[config.mk]
export PLATFORM = sky130hd
export DESIGN_NAME = u32_to_decimal_ascii_flat
export DESIGN_NICKNAME = d
export VERILOG_FILES = /design/src/hdl/u2d_pkg.sv /design/src/hdl/u2d_if.sv /design/src/hdl/u32_to_decimal_ascii.sv /design/src/flat_wrapper.sv
export SDC_FILE = /design/constraint.sdc
export NUM_CORES = 2
export LEC_CHECK = 0
export BUFFER_PORTS_ARGS = -buffer_cell sky130_fd_sc_hd__buf_2
export CAP_MARGIN = 20
export CORE_MARGIN = 1
export CORE_UTILIZATION = 45
export CTS_BUF_LIST = sky130_fd_sc_hd__clkbuf_8
export CTS_CLUSTER_SIZE = 10
export DETAILED_ROUTE_END_ITERATION = 12
export SYNTH_ARGS = -nofsm -noshare
export SYNTH_HDL_FRONTEND = slang
export SYNTH_SLANG_ARGS = --single-unit
[constraint.sdc]
create_clock -name clk -period 23 [get_ports clk]
set_input_delay 4.6 -clock clk [delete_from_list [all_inputs] [get_ports clk]]
set_output_delay 4.6 -clock clk [all_outputs]
set_load 0.02 [all_outputs]
[src/hdl/u2d_pkg.sv]
// u2d_pkg: types, constants and stage functions for the decimal ascii converter
// no dependencies; used by the channel interfaces and u32_to_decimal_ascii
`default_nettype none

package u2d_pkg;

  localparam int VALUE_W     = 32;
  localparam int CHARS_LO_W  = 64;
  localparam int CHARS_HI_W  = 16;
  localparam int COUNT_W     = 4;
  localparam int NUM_CHARS   = 10;
  localparam int NUM_PAIRS   = 5;
  localparam int FRAC_W      = 32;
  localparam int PROD_W      = 64;
  localparam int T0_W        = 38;
  localparam int T1_W        = 59;
  localparam int TP_W        = 39;
  localparam int POW_W       = 27;
  localparam int RECIP_SHIFT = 26;

  localparam logic [VALUE_W-1:0] RECIP_1E8 = 32'd2882303761;
  localparam logic [T0_W-1:0]    ROUND_ADD = 38'd40;
  localparam logic [TP_W-1:0]    MUL_100   = 39'd100;
  localparam logic [6:0]         PAIR_MAX  = 7'd99;
  localparam logic [7:0]         ASCII_ZERO = 8'h30;

  typedef logic [2:0]               est_t;
  typedef logic [NUM_CHARS-1:0][7:0] text_t;

  typedef struct packed {
    logic              zero;
    est_t              est;
    logic [PROD_W-1:0] prod;
  } mul_stage_t;

  typedef struct packed {
    logic            zero;
    est_t            est;
    logic [T0_W-1:0] t;
  } add_stage_t;

  typedef struct packed {
    logic            zero;
    est_t            est;
    logic [T1_W-1:0] t;
  } scale_stage_t;

  typedef struct packed {
    logic [TP_W-1:0]    t;
    logic [2:0]         pairs;
    logic [COUNT_W-1:0] pos;
    text_t              text;
  } pair_stage_t;

  // digit pair estimate from the position of the leading one
  function automatic est_t estimate_pairs(input logic [VALUE_W-1:0] v);
    est_t e;
    if (v[31:26] != '0) e = 3'd4;
    else if (v[25:19] != '0) e = 3'd3;
    else if (v[18:13] != '0) e = 3'd2;
    else if (v[12:6] != '0) e = 3'd1;
    else e = 3'd0;
    return e;
  endfunction

  function automatic logic [POW_W-1:0] pow_of(input est_t e);
    logic [POW_W-1:0] p;
    unique case (e)
      3'd0:    p = 27'd100000000;
      3'd1:    p = 27'd1000000;
      3'd2:    p = 27'd10000;
      default: p = 27'd100;
    endcase
    return p;
  endfunction

  // write one character at pos; positions past the end are dropped
  function automatic text_t put_char(input text_t text, input logic [COUNT_W-1:0] pos,
                                     input logic [7:0] c);
    text_t r;
    r = text;
    for (int i = 0; i < NUM_CHARS; i++) begin
      if (pos == COUNT_W'(i)) r[i] = c;
    end
    return r;
  endfunction

  function automatic logic [COUNT_W-1:0] bump_pos(input logic [COUNT_W-1:0] pos);
    logic [COUNT_W-1:0] r;
    if (pos < COUNT_W'(NUM_CHARS)) r = pos + 4'd1;
    else r = pos;
    return r;
  endfunction

  // leading single digit when the integer part is below ten
  function automatic pair_stage_t first_step(input scale_stage_t s);
    logic [T1_W-FRAC_W-1:0] first;
    pair_stage_t r;
    first = s.t[T1_W-1:FRAC_W];
    r.text = '0;
    r.pos = '0;
    if (first < 27'd10) begin
      if (first != '0 || s.zero) begin
        r.text = put_char(r.text, r.pos, ASCII_ZERO + 8'(first));
        r.pos = 4'd1;
      end
      r.t = {7'd0, s.t[FRAC_W-1:0]} * MUL_100;
      r.pairs = s.est;
    end else begin
      // saturate the integer part, the pair step clamps it to 99 anyway
      r.t = {(first > 27'(PAIR_MAX)) ? PAIR_MAX : first[6:0], s.t[FRAC_W-1:0]};
      r.pairs = s.est + 3'd1;
    end
    return r;
  endfunction

  function automatic pair_stage_t pair_step(input pair_stage_t s);
    logic [6:0]  q;
    logic [14:0] q_scaled;
    logic [3:0]  tens;
    logic [3:0]  ones;
    pair_stage_t r;
    r = s;
    if (s.pairs != '0) begin
      q = s.t[TP_W-1:FRAC_W];
      if (q > PAIR_MAX) q = PAIR_MAX;
      q_scaled = {8'd0, q} * 15'd205;
      tens = q_scaled[14:11];
      ones = 4'(q - 7'(tens) * 7'd10);
      r.text = put_char(s.text, s.pos, ASCII_ZERO + 8'(tens));
      r.pos = bump_pos(s.pos);
      r.text = put_char(r.text, r.pos, ASCII_ZERO + 8'(ones));
      r.pos = bump_pos(r.pos);
      r.t = {7'd0, s.t[FRAC_W-1:0]} * MUL_100;
      r.pairs = s.pairs - 3'd1;
    end
    return r;
  endfunction

endpackage

`default_nettype wire

[src/hdl/u2d_if.sv]
// u2d_in_if / u2d_out_if: valid-ready channels for the decimal ascii converter
// depends on u2d_pkg for payload widths
`default_nettype none

interface u2d_in_if import u2d_pkg::*; ();
  logic               valid;
  logic               ready;
  logic [VALUE_W-1:0] value;

  modport source (output valid, output value, input ready);
  modport sink   (input valid, input value, output ready);
endinterface

interface u2d_out_if import u2d_pkg::*; ();
  logic                  valid;
  logic                  ready;
  logic [CHARS_LO_W-1:0] chars_first_eight;
  logic [CHARS_HI_W-1:0] chars_last_two;
  logic [COUNT_W-1:0]    digit_count;

  modport source (output valid, output chars_first_eight, output chars_last_two,
                  output digit_count, input ready);
  modport sink   (input valid, input chars_first_eight, input chars_last_two,
                  input digit_count, output ready);
endinterface

`default_nettype wire

[src/hdl/u32_to_decimal_ascii.sv]
// u32_to_decimal_ascii: 32-bit unsigned to decimal ascii text, no leading zeros
// depends on u2d_pkg and the channel interfaces in u2d_if.sv
// Accepts one value per cycle unless stalled and returns one result per value, in
// order. Stages: a 32x32 reciprocal multiply, the rounding add, a 32x27 multiply
// by a power of ten (bypassed for the largest estimate), the leading single digit,
// then five pair stages that each take two digits with a multiply by 100. While the
// result register is full and not taken, the whole pipeline holds and ready is low.
`default_nettype none

module u32_to_decimal_ascii import u2d_pkg::*; (
  input  wire logic  clk,
  input  wire logic  rst,
  u2d_in_if.sink     in_ch,
  u2d_out_if.source  out_ch
);

  logic         adv;
  logic         vld_mul, vld_add, vld_scale;
  logic [NUM_PAIRS:0] pvld;
  mul_stage_t   s_mul;
  add_stage_t   s_add;
  scale_stage_t s_scale;
  pair_stage_t  pst [0:NUM_PAIRS];

  assign adv = !pvld[NUM_PAIRS] || out_ch.ready;
  assign in_ch.ready = adv;

  always_ff @(posedge clk) begin
    if (rst) begin
      vld_mul   <= 1'b0;
      vld_add   <= 1'b0;
      vld_scale <= 1'b0;
      pvld[0]   <= 1'b0;
    end else if (adv) begin
      vld_mul   <= in_ch.valid;
      vld_add   <= vld_mul;
      vld_scale <= vld_add;
      pvld[0]   <= vld_scale;
    end
  end

  always_ff @(posedge clk) begin
    if (adv) begin
      s_mul.zero <= (in_ch.value == '0);
      s_mul.est  <= estimate_pairs(in_ch.value);
      s_mul.prod <= {32'd0, in_ch.value} * {32'd0, RECIP_1E8};

      s_add.zero <= s_mul.zero;
      s_add.est  <= s_mul.est;
      s_add.t    <= T0_W'(s_mul.prod >> RECIP_SHIFT) + ROUND_ADD;

      s_scale.zero <= s_add.zero;
      s_scale.est  <= s_add.est;
      if (s_add.est < 3'd4) begin
        s_scale.t <= {27'd0, s_add.t[FRAC_W-1:0]} * {32'd0, pow_of(s_add.est)};
      end else begin
        s_scale.t <= {21'd0, s_add.t};
      end

      pst[0] <= first_step(s_scale);
    end
  end

  for (genvar k = 1; k <= NUM_PAIRS; k++) begin : g_pair
    always_ff @(posedge clk) begin
      if (rst) begin
        pvld[k] <= 1'b0;
      end else if (adv) begin
        pvld[k] <= pvld[k-1];
      end
    end

    always_ff @(posedge clk) begin
      if (adv) begin
        pst[k] <= pair_step(pst[k-1]);
      end
    end
  end

  assign out_ch.valid             = pvld[NUM_PAIRS];
  assign out_ch.chars_first_eight = pst[NUM_PAIRS].text[7:0];
  assign out_ch.chars_last_two    = pst[NUM_PAIRS].text[9:8];
  assign out_ch.digit_count       = pst[NUM_PAIRS].pos;

  a_count_range: assert property (@(posedge clk) disable iff (rst)
    out_ch.valid |-> (out_ch.digit_count != 4'd0 && out_ch.digit_count <= 4'd10))
    else $error("digit count out of range");

  a_no_leading_zero: assert property (@(posedge clk) disable iff (rst)
    (out_ch.valid && out_ch.digit_count > 4'd1) |-> (out_ch.chars_first_eight[7:0] != ASCII_ZERO))
    else $error("leading zero in multi-digit result");

  a_short_tail_clear: assert property (@(posedge clk) disable iff (rst)
    (out_ch.valid && out_ch.digit_count < 4'd9) |-> (out_ch.chars_last_two == '0))
    else $error("unused character positions not zero");

endmodule

`default_nettype wire

[src/flat_wrapper.sv]
// flat-port wrapper written by rule: the top's interface ports become plain ports
module u32_to_decimal_ascii_flat import u2d_pkg::*;
  (clk, rst, in_ch_valid, in_ch_value, in_ch_ready, out_ch_valid, out_ch_chars_first_eight, out_ch_chars_last_two, out_ch_digit_count, out_ch_ready);
  u2d_in_if in_ch_i ();
  u2d_out_if out_ch_i ();
  input  wire logic clk;
  input  wire logic rst;
  input wire logic [$bits(in_ch_i.valid)-1:0] in_ch_valid;
  input wire logic [$bits(in_ch_i.value)-1:0] in_ch_value;
  output wire logic [$bits(in_ch_i.ready)-1:0] in_ch_ready;
  output wire logic [$bits(out_ch_i.valid)-1:0] out_ch_valid;
  output wire logic [$bits(out_ch_i.chars_first_eight)-1:0] out_ch_chars_first_eight;
  output wire logic [$bits(out_ch_i.chars_last_two)-1:0] out_ch_chars_last_two;
  output wire logic [$bits(out_ch_i.digit_count)-1:0] out_ch_digit_count;
  input wire logic [$bits(out_ch_i.ready)-1:0] out_ch_ready;
  assign in_ch_i.valid = in_ch_valid;
  assign in_ch_i.value = in_ch_value;
  assign in_ch_ready = in_ch_i.ready;
  assign out_ch_valid = out_ch_i.valid;
  assign out_ch_chars_first_eight = out_ch_i.chars_first_eight;
  assign out_ch_chars_last_two = out_ch_i.chars_last_two;
  assign out_ch_digit_count = out_ch_i.digit_count;
  assign out_ch_i.ready = out_ch_ready;
  u32_to_decimal_ascii u_core (.clk(clk), .rst(rst), .in_ch(in_ch_i), .out_ch(out_ch_i));
endmodule
# Word level (Yosys, flattened, before mapping)
# Memory sizes are Yosys's and may differ from the RTL's.
# Index checks and enable logic that the tools add are counted.
[classes]
addsub = 33
n_mux = 160
multipliers = 18
order_cmp = 18
reduce_logical = 25
n_eq_ne = 92
[ops]
columns = ["operator", "n"]
rows = [
  ["$mux 126", 10],
  ["$mux 8", 100],
  ["$mul 32x5->37 const B", 6],
  ["$mux 81", 2],
  ["$eq 4x3->1 const B", 40],
  ["$mux 7", 16],
  ["$mux 42", 2],
  ["$mux 84", 1],
  ["$pmux 27 s3", 1],
  ["$eq 4x2->1 const B", 20],
  ["$eq 4x4->1 const B", 20],
  ["$mux 4", 20],
  ["$mul 7x8->15 const B", 5],
  ["$add 6x4->7 const A", 10],
  ["$mul 32x32->64 const B", 1],
  ["$mul 32x27->59", 1],
  ["$mux 27", 2],
  ["$add 4x1->4 const B", 10],
  ["$eq 4x1->1 const B", 10],
  ["$logic_not 4->1", 10],
  ["$lt 4x4->1 const B", 10],
  ["$add 38x6->38 const B", 1],
  ["$mux 38", 1],
  ["$gt 7x7->1 const B", 5],
  ["other kinds (20)", 42],
]
[totals]
ram_bits = 756
regBits = 182
out_inout_bits = 86
in_bits = 36
mem_count = 1
[mem_list]
columns = ["name", "words", "width", "read_ports", "rd_ports_with_merged_regs", "write_ports", "line_no", "rtl"]
rows = [
  ["u_core.pst", 6, 126, 6, 0, 6, "u32_to_decimal_ascii.sv:23", "pair_stage_t pst [0:NUM_PAIRS];"],
]

# Longest topological paths before layout
# An unclocked memory read counts as a cell.
[depth]
depth_word = 12
depth_mapped = 34
depth_no_buf = 31

# Least setup slack after synthesis
# Ideal clock, no wire load.
[synth_path]
path_type = "input to output"
from = "input out_ch_ready"
to = "output in_ch_ready"
t_required_ns = 18.400
n_path_buf = 1
cell_stages = 3
setup_slack_ns = 2.849
arrival_time_ns = 15.551
cell_sequence = "nor2b_1 -> clkbuf_1 -> clkinv_1"
[synth_via]
elab_chain_cells = 1
[synth_lines]
columns = ["item", "line_no", "rtl"]
rows = [
  ["start, declared", "flat_wrapper.sv:15", "input wire logic [$bits(out_ch_i.ready)-1:0] out_ch_ready;"],
  ["$logic_or 1x1->1", "u32_to_decimal_ascii.sv:25", "assign adv = !pvld[NUM_PAIRS] || out_ch.ready;"],
  ["end, declared", "flat_wrapper.sv:10", "output wire logic [$bits(in_ch_i.ready)-1:0] in_ch_ready;"],
]
# No other way between the ends.

# Worst setup path after layout
[layout_path]
from = "input in_ch_value[17]"
to = "register u_core.s_mul[62] (netlist bit) (data pin)"
[layout_via]
elab_chain_cells = 1
[layout_lines]
columns = ["item", "line_no", "rtl"]
rows = [
  ["start, declared", "flat_wrapper.sv:9", "input wire logic [$bits(in_ch_i.value)-1:0] in_ch_value;"],
  ["$mul 32x32->64", "u32_to_decimal_ascii.sv:46", "s_mul.prod <= {32'd0, in_ch.value} * {32'd0, RECIP_1E8};"],
  ["end, declared", "u32_to_decimal_ascii.sv:20", "mul_stage_t s_mul;"],
]
# No other way between the ends.
# A chain may end at the register's enable or synchronous reset.

==> flow_summary.json <==
{
  "ys_warn_count": 0,
  "avgSynthCellArea_um2": 9.76,
  "yosys_register_bits": 580,
  "die_area_um2": 192000,
  "start_kind": "input port",
  "critical_path_required_ps": 23620,
  "cts_sinks": 580,
  "status": "finished, final reports clean",
  "cts_hold_buffers": 0,
  "cts_made_buffers": 99,
  "worstMarginPinSlew_ps": 1230,
  "final-setup-viol-count": 0,
  "grt_pass1_vias": 61100,
  "ctsHtreeMaxLevel": 3,
  "synth.largest_area_cell": "fa_1",
  "routabilityCongestion": 0.976,
  "async_flop_share_pct": 0,
  "min_path_type": "flip-flop to flip-flop",
  "layout.nets": 11400,
  "place_hpwl_um": 175000,
  "setup_slack_ps": 11650,
  "cts_resized": 0,
  "syn_to_final_growth_pct": 6.28,
  "timing.fmax_mhz": 88.1,
  "tns_ps": 0,
  "hold_viol": 0,
  "clock_latency_ps": 870,
  "drt_iter0_markers": 3120,
  "cts_setup_buffers": 0,
  "yosysUniqueCellTypes": 92,
  "yosysMostFrequentCell": "inv_1",
  "via_per_inst": 5.15,
  "path_clk_slew_ps": 90,
  "cap_violations": 0,
  "path_max_fanout": 12,
  "avgRoutedWirePerCell_um": 18.1,
  "place_inst": 11200,
  "dr_total_vias": 58600,
  "crit_type": "input port to flip-flop",
  "critPathSlowestCell": "fa_1",
  "relSlewSlack_pct": 17.9,
  "fin_util_pct": 48.3,
  "grt_max_degree": 161,
  "slew_viol_final": 0,
  "track_usage_pct": 21.7,
  "drive_gt1_share_pct": 4.67,
  "crit_path_frequent_cell": "fa_1",
  "synthCells": 8774,
  "fin_skew_ps": 74.4,
  "final_cells": 11400,
  "worstPathArrival_ps": 11960,
  "rsz0062_at_grt": "no",
  "critPathMaxStageDelay_ps": 560,
  "io_buffer_count": 103,
  "fillers": 17700,
  "first_pass_iters": 6,
  "overflow": 0,
  "synth.area.top_cells": "fa_1 25%, ha_1 22%, edfxtp_1 20%, inv_1 9.6%, a21oi_1 2.3%",
  "synth_ff_type": "edfxtp_1",
  "cp-end-kind": "flip-flop",
  "die_x_um": 438,
  "antenna_found_initial": 5,
  "detail-route-antenna-nets": 0,
  "clock_path_buffers": 3,
  "period_needed_ps": 11350,
  "netlist_area_um2": 85600,
  "rows": 159,
  "synth_top_area_share_pct": 24.7,
  "yosysSeqAreaShare_pct": 20.2,
  "pre_cts_slack_ps": 10740,
  "synth_edf_count": 571,
  "cts_tree": "done",
  "finalWirelength_um": 207000,
  "core_area_um2": 188000,
  "die_h_um": 438,
  "ys_top_cells_by_count": "2198 x inv_1, 1530 x ha_1, 1055 x fa_1",
  "grt_pass1_wl_um": 329000,
  "start_util_pct": 45.5,
  "drc": 0,
  "io_pins": 122,
  "root_buffer": "clkbuf_8",
  "finalCritPeriodShare_pct": 49.3
}
[critical path: cells and delay by family]
family	cells	cell delay, ps
buffers and inverters	5	560
AO/OA/AOI/OAI	9	2130
adder cells (fa/ha/maj)	9	4400
AND/OR/NAND/NOR	1	120
XOR/XNOR	1	120
[layout make-up]
class / instances / area, µm² / share of cell area [%]
Antenna cell: 4 / 10.0 / 0.0110
Clock buffer: 99 / 1360 / 1.50
Clock inverter: 86 / 875 / 0.961
Inverter: 2200 / 8270 / 9.08
Multi-Input combinational cell: 5788 / 59200 / 65.1
Sequential cell: 580 / 17300 / 19.0
Tap cell: 2495 / 3120 / 3.43
Timing Repair Buffer: 139 / 831 / 0.913
[placed cells by master (no fill, tap or decap), types with 49 or more instances in the layout]
cell type,instances
o21bai_1,53
o22ai_1,60
a21o_1,162
nand2b_1,93
xnor2_1,197
o21ai_0,292
and2_1,137
nand3_1,99
xor2_1,115
inv_1,2219
fa_1,1055
nor2_1,321
a21oi_1,400
buf_2,103
nor3_1,49
nand2_1,486
clkbuf_8,99
ha_1,1529
or2_2,58
edfxtp_1,571
and3_1,67
nor2b_1,85
[cells by family (layout without fill, tap and decap cells)]
kind of cell / after synthesis / in the layout / synth area share [%]
adders and majority gates: 2585 / 2585 / 47.0
xor gates and xnor gates: 316 / 316 / 3.28
AOI/OAI and AO/OA: 1336 / 1336 / 9.88
other: 1 / 23 / 0.00438
DFF: 580 / 580 / 20.2
buffers and inverters: 2424 / 2524 / 10.7
muxes: 26 / 26 / 0.326
and+or+nand+nor: 1506 / 1506 / 8.50
[flip-flops by register name (all words and copies together), names as in the netlist]
signal / flops
u_core.pvld: 5
u_core.s_mul: 42
u_core.s_scale: 63
u_core.vld_mul: 1
u_core.s_add: 42
u_core.vld_add: 1
u_core.vld_scale: 1
u_core.out_ch.valid: 1
u_core.pst: 424
[routing by layer]
layer	vias to the layer above	wire, µm	global-route usage (%)
li1	28500	-	-
met1	28700	86800	26.4
met2	1168	106000	39.7
met3	349	7280	2.14
met4	2	6770	7.38
met5	-	13	0
[per-stage QoR]
| stage | hold WS (ps) | cell area (µm²) |
|---|---|---|
| floorplan | 400 | 85700 |
| global placement | 403 | 88700 |
| detailed placement | 407 | 88700 |
| CTS | 394 | 91000 |
| global route | 421 | 91000 |
| finish | 398 | 91000 |
[path summary, 6_finish.rpt]
kind / depth (start not counted) / to / startpoint / slack, ps
worst max-delay path: 25 / u_core.s_mul[62] / in_ch_value[17] / 11650
worst min-delay path: 0 / u_core.s_add[40] / u_core.s_mul[66] / 400
worst max register to register: 30 / u_core.s_scale[58] / u_core.s_add[40] / 12880
worst min register to register: 0 / u_core.s_add[40] / u_core.s_mul[66] / 400
Power is left out: the tool's default activity adds up to more than one toggle a clock period on the data nets, which glitch-free logic cannot reach.
